===== config.mk =====
export PLATFORM = sky130hd
export DESIGN_NAME = stepper_homing_fault_supervisor
export DESIGN_NICKNAME = d
export VERILOG_FILES = /design/src/design/shfs_pkg.sv /design/src/design/shfs_homing.sv /design/src/design/shfs_monitor.sv /design/src/design/stepper_homing_fault_supervisor.sv
export SDC_FILE = /design/constraint.sdc
export NUM_CORES = 1
export LEC_CHECK = 0
export BUFFER_PORTS_ARGS = -buffer_cell sky130_fd_sc_hd__buf_2
export CAP_MARGIN = 40
export CORE_AREA = 5 5 147 114
export CTS_CLUSTER_DIAMETER = 200
export DETAILED_ROUTE_END_ITERATION = 8
export DIE_AREA = 0 0 152 119
export PLACE_DENSITY = 0.89
export SYNTH_ARGS = -nofsm -noshare
export SYNTH_HDL_FRONTEND = slang
export SYNTH_SLANG_ARGS = --single-unit

===== constraint.sdc =====
create_clock -name clk_i -period 6.5 [get_ports clk_i]
set_input_delay 1.3 -clock clk_i [delete_from_list [all_inputs] [get_ports clk_i]]
set_output_delay 1.3 -clock clk_i [all_outputs]
set_load 0.1 [all_outputs]

===== src/design/shfs_pkg.sv =====
package shfs_pkg;

  // Sizes
  localparam int VOTE_SAMPLES    = 10;
  localparam int TIMER_WIDTH     = 20;
  localparam int CFG_WIDTH       = 20;
  localparam int CFG_INDEX_WIDTH = 1;
  localparam int VOTE_CNT_WIDTH  = $clog2(VOTE_SAMPLES + 1);
  localparam int VOTE_THRESHOLD  = VOTE_SAMPLES / 2;
  localparam int CMP_WIDTH       = (TIMER_WIDTH > CFG_WIDTH) ? TIMER_WIDTH : CFG_WIDTH;

  // Register reset values
  localparam logic [CFG_WIDTH-1:0] STEP_INTERVAL_RESET = CFG_WIDTH'(2000);
  localparam logic [CFG_WIDTH-1:0] FAULT_TICKS_RESET   = CFG_WIDTH'(50000);

  // Register indexes
  localparam logic [CFG_INDEX_WIDTH-1:0] CFG_STEP_INTERVAL = CFG_INDEX_WIDTH'(0);
  localparam logic [CFG_INDEX_WIDTH-1:0] CFG_FAULT_TICKS   = CFG_INDEX_WIDTH'(1);

  typedef enum logic [1:0] {
    ACT_TICK  = 2'd0,
    ACT_START = 2'd1,
    ACT_CLEAR = 2'd2
  } action_e;

  typedef enum logic [1:0] {
    PH_IDLE   = 2'd0,
    PH_LEAVE  = 2'd1,
    PH_RETURN = 2'd2
  } phase_e;

  typedef enum logic [1:0] {
    FLT_NONE    = 2'd0,
    FLT_ENDSTOP = 2'd1,
    FLT_TROUBLE = 2'd2
  } fault_e;

  // One accepted request
  typedef struct packed {
    logic [1:0]              action;
    logic [VOTE_SAMPLES-1:0] endstop_samples;
    logic                    endstop_level;
    logic                    trouble_level;
    logic                    permission_hold;
  } item_t;

  // Homing state as seen by the rest of the block
  typedef struct packed {
    logic   step;
    logic   dir;
    phase_e phase;
    logic   homed;
  } homing_status_t;

  // Majority vote over the endstop samples
  function automatic logic vote_high(logic [VOTE_SAMPLES-1:0] samples);
    logic [VOTE_CNT_WIDTH-1:0] ones;
    ones = '0;
    for (int i = 0; i < VOTE_SAMPLES; i++) begin
      ones = ones + VOTE_CNT_WIDTH'(samples[i]);
    end
    return ones > VOTE_CNT_WIDTH'(VOTE_THRESHOLD);
  endfunction

endpackage


===== src/design/shfs_homing.sv =====
module shfs_homing (
  input  logic                             clk_i,
  input  logic                             rst_ni,
  input  logic                             advance_i,
  input  shfs_pkg::item_t                  item_i,
  input  logic [shfs_pkg::CFG_WIDTH-1:0]   interval_i,
  output logic                             homed_next_o,
  output shfs_pkg::homing_status_t         status_o
);
  import shfs_pkg::*;

  phase_e               phase_q, phase_d;
  logic                 step_q, step_d;
  logic                 dir_q, dir_d;
  logic [CFG_WIDTH-1:0] acc_q, acc_d;
  logic                 due_q, due_d;
  logic                 homed_q, homed_d;
  logic [CFG_WIDTH-1:0] interval_eff;
  logic [CFG_WIDTH:0]   acc_wrap;
  logic                 due_now;
  logic                 endstop_high;

  assign interval_eff = (interval_i == '0) ? CFG_WIDTH'(1) : interval_i;
  assign acc_wrap     = {1'b0, acc_q} + (CFG_WIDTH + 1)'(1) - {1'b0, interval_eff};
  assign endstop_high = vote_high(item_i.endstop_samples);

  // Next homing state for the request in the input register
  always_comb begin
    phase_d = phase_q;
    step_d  = step_q;
    dir_d   = dir_q;
    acc_d   = acc_q;
    due_d   = due_q;
    homed_d = homed_q;
    due_now = due_q;
    unique case (item_i.action)
      ACT_START: begin
        phase_d = PH_LEAVE;
        dir_d   = 1'b1;
        homed_d = 1'b0;
        acc_d   = '0;
        due_d   = 1'b0;
      end
      ACT_CLEAR: begin
        homed_d = 1'b0;
      end
      default: begin
        if (phase_q == PH_LEAVE || phase_q == PH_RETURN) begin
          // Count time only while no step is pending
          if (!due_q) begin
            if (acc_q >= interval_eff) begin
              acc_d   = acc_wrap[CFG_WIDTH-1:0];
              due_now = 1'b1;
            end else begin
              acc_d = acc_q + CFG_WIDTH'(1);
            end
          end
          due_d = due_now;
          // Execute the pending step unless held
          if (due_now && !item_i.permission_hold) begin
            due_d = 1'b0;
            case (phase_q)
              PH_LEAVE: begin
                if (!endstop_high) begin
                  step_d = ~step_q;
                end else begin
                  phase_d = PH_RETURN;
                  dir_d   = 1'b0;
                end
              end
              PH_RETURN: begin
                if (!endstop_high) begin
                  homed_d = 1'b1;
                  phase_d = PH_IDLE;
                end else begin
                  step_d = ~step_q;
                end
              end
              default: begin
                phase_d = phase_q;
              end
            endcase
          end
        end
      end
    endcase
  end

  // Hold control state
  always_ff @(posedge clk_i or negedge rst_ni) begin
    if (!rst_ni) begin
      phase_q <= PH_IDLE;
      step_q  <= 1'b1;
      dir_q   <= 1'b0;
      acc_q   <= '0;
      due_q   <= 1'b0;
      homed_q <= 1'b0;
    end else if (advance_i) begin
      phase_q <= phase_d;
      step_q  <= step_d;
      dir_q   <= dir_d;
      acc_q   <= acc_d;
      due_q   <= due_d;
      homed_q <= homed_d;
    end
  end

  assign homed_next_o   = homed_d;
  assign status_o.step  = step_q;
  assign status_o.dir   = dir_q;
  assign status_o.phase = phase_q;
  assign status_o.homed = homed_q;

endmodule


===== src/design/shfs_monitor.sv =====
module shfs_monitor (
  input  logic                           clk_i,
  input  logic                           rst_ni,
  input  logic                           advance_i,
  input  shfs_pkg::item_t                item_i,
  input  logic                           homed_next_i,
  input  logic [shfs_pkg::CFG_WIDTH-1:0] fault_ticks_i,
  output shfs_pkg::fault_e               fault_o
);
  import shfs_pkg::*;

  fault_e                 fault_q, fault_d;
  logic [TIMER_WIDTH-1:0] end_cnt_q, end_cnt_d;
  logic [TIMER_WIDTH-1:0] trb_cnt_q, trb_cnt_d;
  logic [CMP_WIDTH-1:0]   limit;

  assign limit = (fault_ticks_i == '0) ? CMP_WIDTH'(1) : CMP_WIDTH'(fault_ticks_i);

  // Next fault state; counters freeze while a fault is latched
  always_comb begin
    fault_d   = fault_q;
    end_cnt_d = end_cnt_q;
    trb_cnt_d = trb_cnt_q;
    if (item_i.action == ACT_CLEAR) begin
      fault_d   = FLT_NONE;
      end_cnt_d = '0;
      trb_cnt_d = '0;
    end else if (fault_q == FLT_NONE) begin
      if (homed_next_i && !item_i.endstop_level) begin
        end_cnt_d = (end_cnt_q == '1) ? end_cnt_q : end_cnt_q + TIMER_WIDTH'(1);
      end else begin
        end_cnt_d = '0;
      end
      if (!item_i.trouble_level) begin
        trb_cnt_d = (trb_cnt_q == '1) ? trb_cnt_q : trb_cnt_q + TIMER_WIDTH'(1);
      end else begin
        trb_cnt_d = '0;
      end
      // Endstop loss wins over driver trouble
      priority if (homed_next_i && !item_i.endstop_level &&
                   CMP_WIDTH'(end_cnt_d) >= limit) begin
        fault_d = FLT_ENDSTOP;
      end else if (!item_i.trouble_level && CMP_WIDTH'(trb_cnt_d) >= limit) begin
        fault_d = FLT_TROUBLE;
      end else begin
        fault_d = FLT_NONE;
      end
    end
  end

  // Hold fault state
  always_ff @(posedge clk_i or negedge rst_ni) begin
    if (!rst_ni) begin
      fault_q   <= FLT_NONE;
      end_cnt_q <= '0;
      trb_cnt_q <= '0;
    end else if (advance_i) begin
      fault_q   <= fault_d;
      end_cnt_q <= end_cnt_d;
      trb_cnt_q <= trb_cnt_d;
    end
  end

  assign fault_o = fault_q;

endmodule


===== src/design/stepper_homing_fault_supervisor.sv =====
// Channel   | Direction | Handshake               | Payload
// ----------+-----------+-------------------------+---------------------------------------------
// request   | in        | in_valid_i / in_ready_o | action, endstop_samples, endstop_level,
//           |           |                         | trouble_level, permission_hold
// result    | out       | out_valid_o/out_ready_i | step_level, direction_level, homing_phase,
//           |           |                         | homed, fault_code
// config    | in        | cfg_we_i (no wait)      | cfg_index_i, cfg_data_i
//
// A request lands in the input register, and when it advances its result moves into the
// state/result registers; one request per cycle sustained while the output is taken.
// The homing and fault state registers double as the result register; they advance only
// when the previous result is taken or gone, so a stalled output holds them.
// The input register takes a new request while a finished result waits, if it is empty.
// Reset clears all state to idle, step pin high, no fault, registers to their defaults.
module stepper_homing_fault_supervisor (
  input  logic                                 clk_i,
  input  logic                                 rst_ni,
  input  logic                                 in_valid_i,
  output logic                                 in_ready_o,
  input  logic [1:0]                           action_i,
  input  logic [shfs_pkg::VOTE_SAMPLES-1:0]    endstop_samples_i,
  input  logic                                 endstop_level_i,
  input  logic                                 trouble_level_i,
  input  logic                                 permission_hold_i,
  output logic                                 out_valid_o,
  input  logic                                 out_ready_i,
  output logic                                 step_level_o,
  output logic                                 direction_level_o,
  output logic [1:0]                           homing_phase_o,
  output logic                                 homed_o,
  output logic [1:0]                           fault_code_o,
  input  logic                                 cfg_we_i,
  input  logic [shfs_pkg::CFG_INDEX_WIDTH-1:0] cfg_index_i,
  input  logic [shfs_pkg::CFG_WIDTH-1:0]       cfg_data_i
);
  import shfs_pkg::*;

  logic                 in_valid_q;
  item_t                item_q;
  logic                 out_valid_q;
  logic                 advance;
  logic [CFG_WIDTH-1:0] interval_q;
  logic [CFG_WIDTH-1:0] fault_ticks_q;
  logic                 homed_next;
  homing_status_t       status;
  fault_e               fault;

  // Move the held request into the state when the result slot is free
  assign advance    = in_valid_q && (!out_valid_q || out_ready_i);
  assign in_ready_o = !in_valid_q || advance;

  // Capture requests
  always_ff @(posedge clk_i or negedge rst_ni) begin
    if (!rst_ni) begin
      in_valid_q <= 1'b0;
    end else if (in_ready_o) begin
      in_valid_q <= in_valid_i;
    end
  end

  always_ff @(posedge clk_i) begin
    if (in_valid_i && in_ready_o) begin
      item_q.action          <= action_i;
      item_q.endstop_samples <= endstop_samples_i;
      item_q.endstop_level   <= endstop_level_i;
      item_q.trouble_level   <= trouble_level_i;
      item_q.permission_hold <= permission_hold_i;
    end
  end

  // Track the pending result
  always_ff @(posedge clk_i or negedge rst_ni) begin
    if (!rst_ni) begin
      out_valid_q <= 1'b0;
    end else if (advance) begin
      out_valid_q <= 1'b1;
    end else if (out_ready_i) begin
      out_valid_q <= 1'b0;
    end
  end

  // Write configuration registers
  always_ff @(posedge clk_i or negedge rst_ni) begin
    if (!rst_ni) begin
      interval_q    <= STEP_INTERVAL_RESET;
      fault_ticks_q <= FAULT_TICKS_RESET;
    end else if (cfg_we_i) begin
      unique case (cfg_index_i)
        CFG_STEP_INTERVAL: interval_q    <= cfg_data_i;
        CFG_FAULT_TICKS:   fault_ticks_q <= cfg_data_i;
        default:           interval_q    <= interval_q;
      endcase
    end
  end

  shfs_homing u_homing (
    .clk_i        (clk_i),
    .rst_ni       (rst_ni),
    .advance_i    (advance),
    .item_i       (item_q),
    .interval_i   (interval_q),
    .homed_next_o (homed_next),
    .status_o     (status)
  );

  shfs_monitor u_monitor (
    .clk_i         (clk_i),
    .rst_ni        (rst_ni),
    .advance_i     (advance),
    .item_i        (item_q),
    .homed_next_i  (homed_next),
    .fault_ticks_i (fault_ticks_q),
    .fault_o       (fault)
  );

  assign out_valid_o       = out_valid_q;
  assign step_level_o      = status.step;
  assign direction_level_o = status.dir;
  assign homing_phase_o    = status.phase;
  assign homed_o           = status.homed;
  assign fault_code_o      = fault;

  // A processed start leaves the axis leaving the endstop, not homed
  a_start_enters_leave: assert property (@(posedge clk_i) disable iff (!rst_ni)
    advance && item_q.action == ACT_START |=>
      homing_phase_o == PH_LEAVE && direction_level_o && !homed_o)
    else $error("start request did not enter the leaving phase");

  // Homed only once the run has ended
  a_homed_idle: assert property (@(posedge clk_i) disable iff (!rst_ni)
    homed_o |-> homing_phase_o == PH_IDLE)
    else $error("homed flag set during a homing run");

  // Direction follows the homing phase
  a_dir_phase: assert property (@(posedge clk_i) disable iff (!rst_ni)
    (homing_phase_o == PH_LEAVE |-> direction_level_o) and
    (homing_phase_o == PH_RETURN |-> !direction_level_o))
    else $error("direction does not match homing phase");

  // Every processed request produces a result
  a_advance_result: assert property (@(posedge clk_i) disable iff (!rst_ni)
    advance |=> out_valid_o)
    else $error("processed request produced no result");

endmodule


==> flow_metrics.tcl <==
set metrics [dict create \
    antenna_found_initial 0 \
    hold_path_depth 1 \
    p_clk_share_pct 37.5 \
    die_h_microns 119 \
    maxSlewViolCount 0 \
    cp_data_arrival_time_ns 6.44 \
    htreeDepth 4 \
    ys_types 70 \
    peakVddDrop_mv 0.249 \
    hold_ws_ns 0.498 \
    cap_violations 0 \
    clock_sinks 125 \
    drt-total-wl_mm 24.6 \
    seq_area_sq_mm 0.00322 \
    worstPathRequired_ns 6.82 \
    area_delta_synth_final_pct 10.5 \
    overflow 0 \
    postCtsHoldBufs 0 \
    combPwrFrac_pct 26.1 \
    grt_pass1_vias 8056 \
    grt_max_degree 63 \
    placedInstanceArea_sq_mm 0.00978 \
    sequentialPowerShare_pct 36.4 \
    hold_viol_final 0 \
    setup.worst_path.start_class "flip-flop" \
    end_kind "flip-flop" \
    nNetsFinal 1239 \
    worst_pin_slew_ns 0.989 \
    drc_errors 0 \
    fillerInstances 1155 \
    cp_max_fo 5 \
    yosysSeqAreaShare_pct 34.3 \
    clock_latency_ns 0.43 \
    syn-cell-area_sq_mm 0.00938 \
    synth_ff_type "dfrtp_1" \
    post-route-util_pct 69.0 \
    power_leakage_nw 4.71 \
    switchingPower_mw 0.845 \
    hold_class "reg2reg" \
    synth_edf_count 15 \
    cts_root_buf "clkbuf_16" \
    dr.first_iter.drc_count 1020 \
    r2r_cells 23 \
    antennaDiodeCount 0 \
    core.rowCount 39 \
    p_int_mw 1.70 \
    stdcell_area_sq_mm 0.0104 \
    antenna_left 0 \
    p_sw_share_pct 33.2 \
    clockBufferDepth 2 \
    gr-usage-all-layers_pct 27.8 \
    finalSetupViolCount 0 \
    postCtsSetupBuffers 0 \
    start_util_pct 62.4 \
    critPathKind "reg2reg" \
    relSlewSlack_pct 34.1 \
    final.setup.tns_ns 0 \
    ys_seq_elements 125 \
    p_per_area_mw_per_mm2 245 \
    viasPerCell 6.38 \
    post-route-period-util_pct 94.1 \
    ys_async_sr_fraction_pct 88.0 \
    grt_pass1_wl_mm 41.2 \
    wl_per_cell_microns 18.8 \
    die_width_microns 152 \
    synth_fp_nets 1206 \
    post_cts_resized 0 \
    path_clk_slew_ns 0.06 \
    avgSynthCellArea_sq_um 8.87 \
    syn_inst 1057 \
    drive_gt1_share_pct 12.7 \
    status "finished, final reports clean" \
    die_area_sq_mm 0.0181 \
    multi_input_comb_area_sq_mm 0.00563 \
    io_buffers 49 \
    cts_tree "built" \
    ios 50 \
    gp_congestion 0.947 \
    drt_first_pass_iters 5 \
    vias 8343 \
    fin_crit_ns 6.12 \
    fmax_mhz 163 \
    cts_buffers 17 \
    rsz0062_at_grt "no" \
    place_hpwl_mm 18.0 \
    core_area_sq_mm 0.0150 \
    synth_warnings 0 \
    fin_skew_ns 0.00980 \
]
## worst paths after layout
path                            startpoint  slack [ns]                 endpoint
min in group asynchronous           rst_ni        0.84  u_monitor.end_cnt_q[15]
min reg2reg                u_homing.step_q        0.50          u_homing.step_q
max in group asynchronous           rst_ni        4.64          u_homing.step_q
max                              item_q[3]        0.38     u_monitor.fault_o[0]
max reg2reg                      item_q[3]        0.38     u_monitor.fault_o[0]
min                        u_homing.step_q        0.50          u_homing.step_q
## Yosys cell counts (12+ instances only)
cell type | count | area, sq um
dfrtp_1 | 97 | 2430
inv_1 | 93 | 349
ha_1 | 92 | 1150
nand2_1 | 87 | 327
o21ai_0 | 84 | 420
nor2_1 | 72 | 270
a21oi_1 | 68 | 340
nand3_1 | 36 | 180
clkbuf_1 | 29 | 109
mux2_2 | 22 | 248
nor3_1 | 22 | 110
nand4_1 | 20 | 125
xnor2_1 | 20 | 175
a21o_1 | 17 | 128
nand2b_1 | 17 | 106
o31ai_1 | 17 | 128
fa_1 | 16 | 320
xor2_1 | 16 | 140
and3_1 | 15 | 93.8
edfxtp_1 | 15 | 450
or3_1 | 14 | 87.6
dfstp_2 | 13 | 342
a31oi_1 | 12 | 75.1
o22ai_1 | 12 | 75.1
## layout make-up
class | count | share of cell area, %
clock inverter | 14 | 1.46
inverter | 93 | 3.37
timing repair buffer | 57 | 3.16
multi-input combinational | 796 | 54.3
tap | 205 | 2.47
sequential | 125 | 31.1
clock buffer | 18 | 4.14
## critical path, stage by stage, from the launching register on
cell,delay [ns]
edfxtp_1,0.36
ha_1,0.28
inv_1,0.04
fa_1,0.49
fa_1,0.42
fa_1,0.49
inv_1,0.05
fa_1,0.38
inv_1,0.09
fa_1,0.43
nand2b_1,0.16
a31oi_1,0.21
nor3_1,0.13
a31o_2,0.26
o211ai_1,0.27
a21oi_1,0.11
ha_1,0.36
a2111oi_1,0.52
nor2b_1,0.18
o21ai_0,0.09
a31oi_1,0.18
a31o_2,0.18
a21oi_1,0.06
mux2_2,0.27
## registers in the layout, indices dropped and copies added, names as in the netlist
signal,cells
item_q,15
u_homing.homed_q,1
u_homing.dir_q,1
u_homing.phase_q,2
u_homing.step_q,1
u_homing.acc_q,20
fault_ticks_q,20
u_homing.due_q,1
u_monitor.fault_o,2
u_monitor.end_cnt_q,20
in_valid_q,1
u_monitor.trb_cnt_q,20
out_valid_o,1
interval_q,20
## layout by cell type (no fill, tap or decap), drive strengths merged, types with 36 or more instances in the layout
| master | count |
|---|---|
| o21ai | 87 |
| nor2 | 75 |
| nand3 | 36 |
| dfrtp | 97 |
| a21oi | 68 |
| buf | 57 |
| inv | 93 |
| ha | 92 |
| nand2 | 87 |
## per-stage QoR
step	std cells	power [mW]	worst slack, ns
floorplan	1057	1.39	0.684
global placement	1273	1.53	0.638
detailed placement	1275	1.57	0.405
CTS	1307	2.52	0.360
global route	1308	2.66	0.0437
finish	1308	2.54	0.382
## kinds of logic (layout without fill, tap and decap cells)
group	count (synthesis)	count (layout)	synth area share, %
AND/OR/NAND/NOR	339	339	18.5
AO/OA/AOI/OAI	289	289	19.6
buffers and inverters	136	182	5.66
flip-flops	125	125	34.3
adder cells (fa/ha/maj)	108	108	15.7
XOR/XNOR	36	36	3.36
multiplexers	24	24	2.85
## metal layers
layer  track usage, %  vias up  part of all wire, %
li1                 -     3875                    -
met1             39.9     3986                   45
met2             41.2      414                   43
met3             6.89       68                  9.1
met4             10.3        0                  3.0
met5                0        -                    0
## power groups by stage
stage                     Sequential (mW)  Combinational (mW)  Clock (mW)
after CTS                           0.923               0.646       0.955
after detailed placement            0.933               0.635           0
after global routing                0.933               0.731       0.995
after global placement              0.929               0.605           0
final                               0.926               0.663       0.955
after floorplan                     0.954               0.433           0
Power figures use the tool's default switching activity.
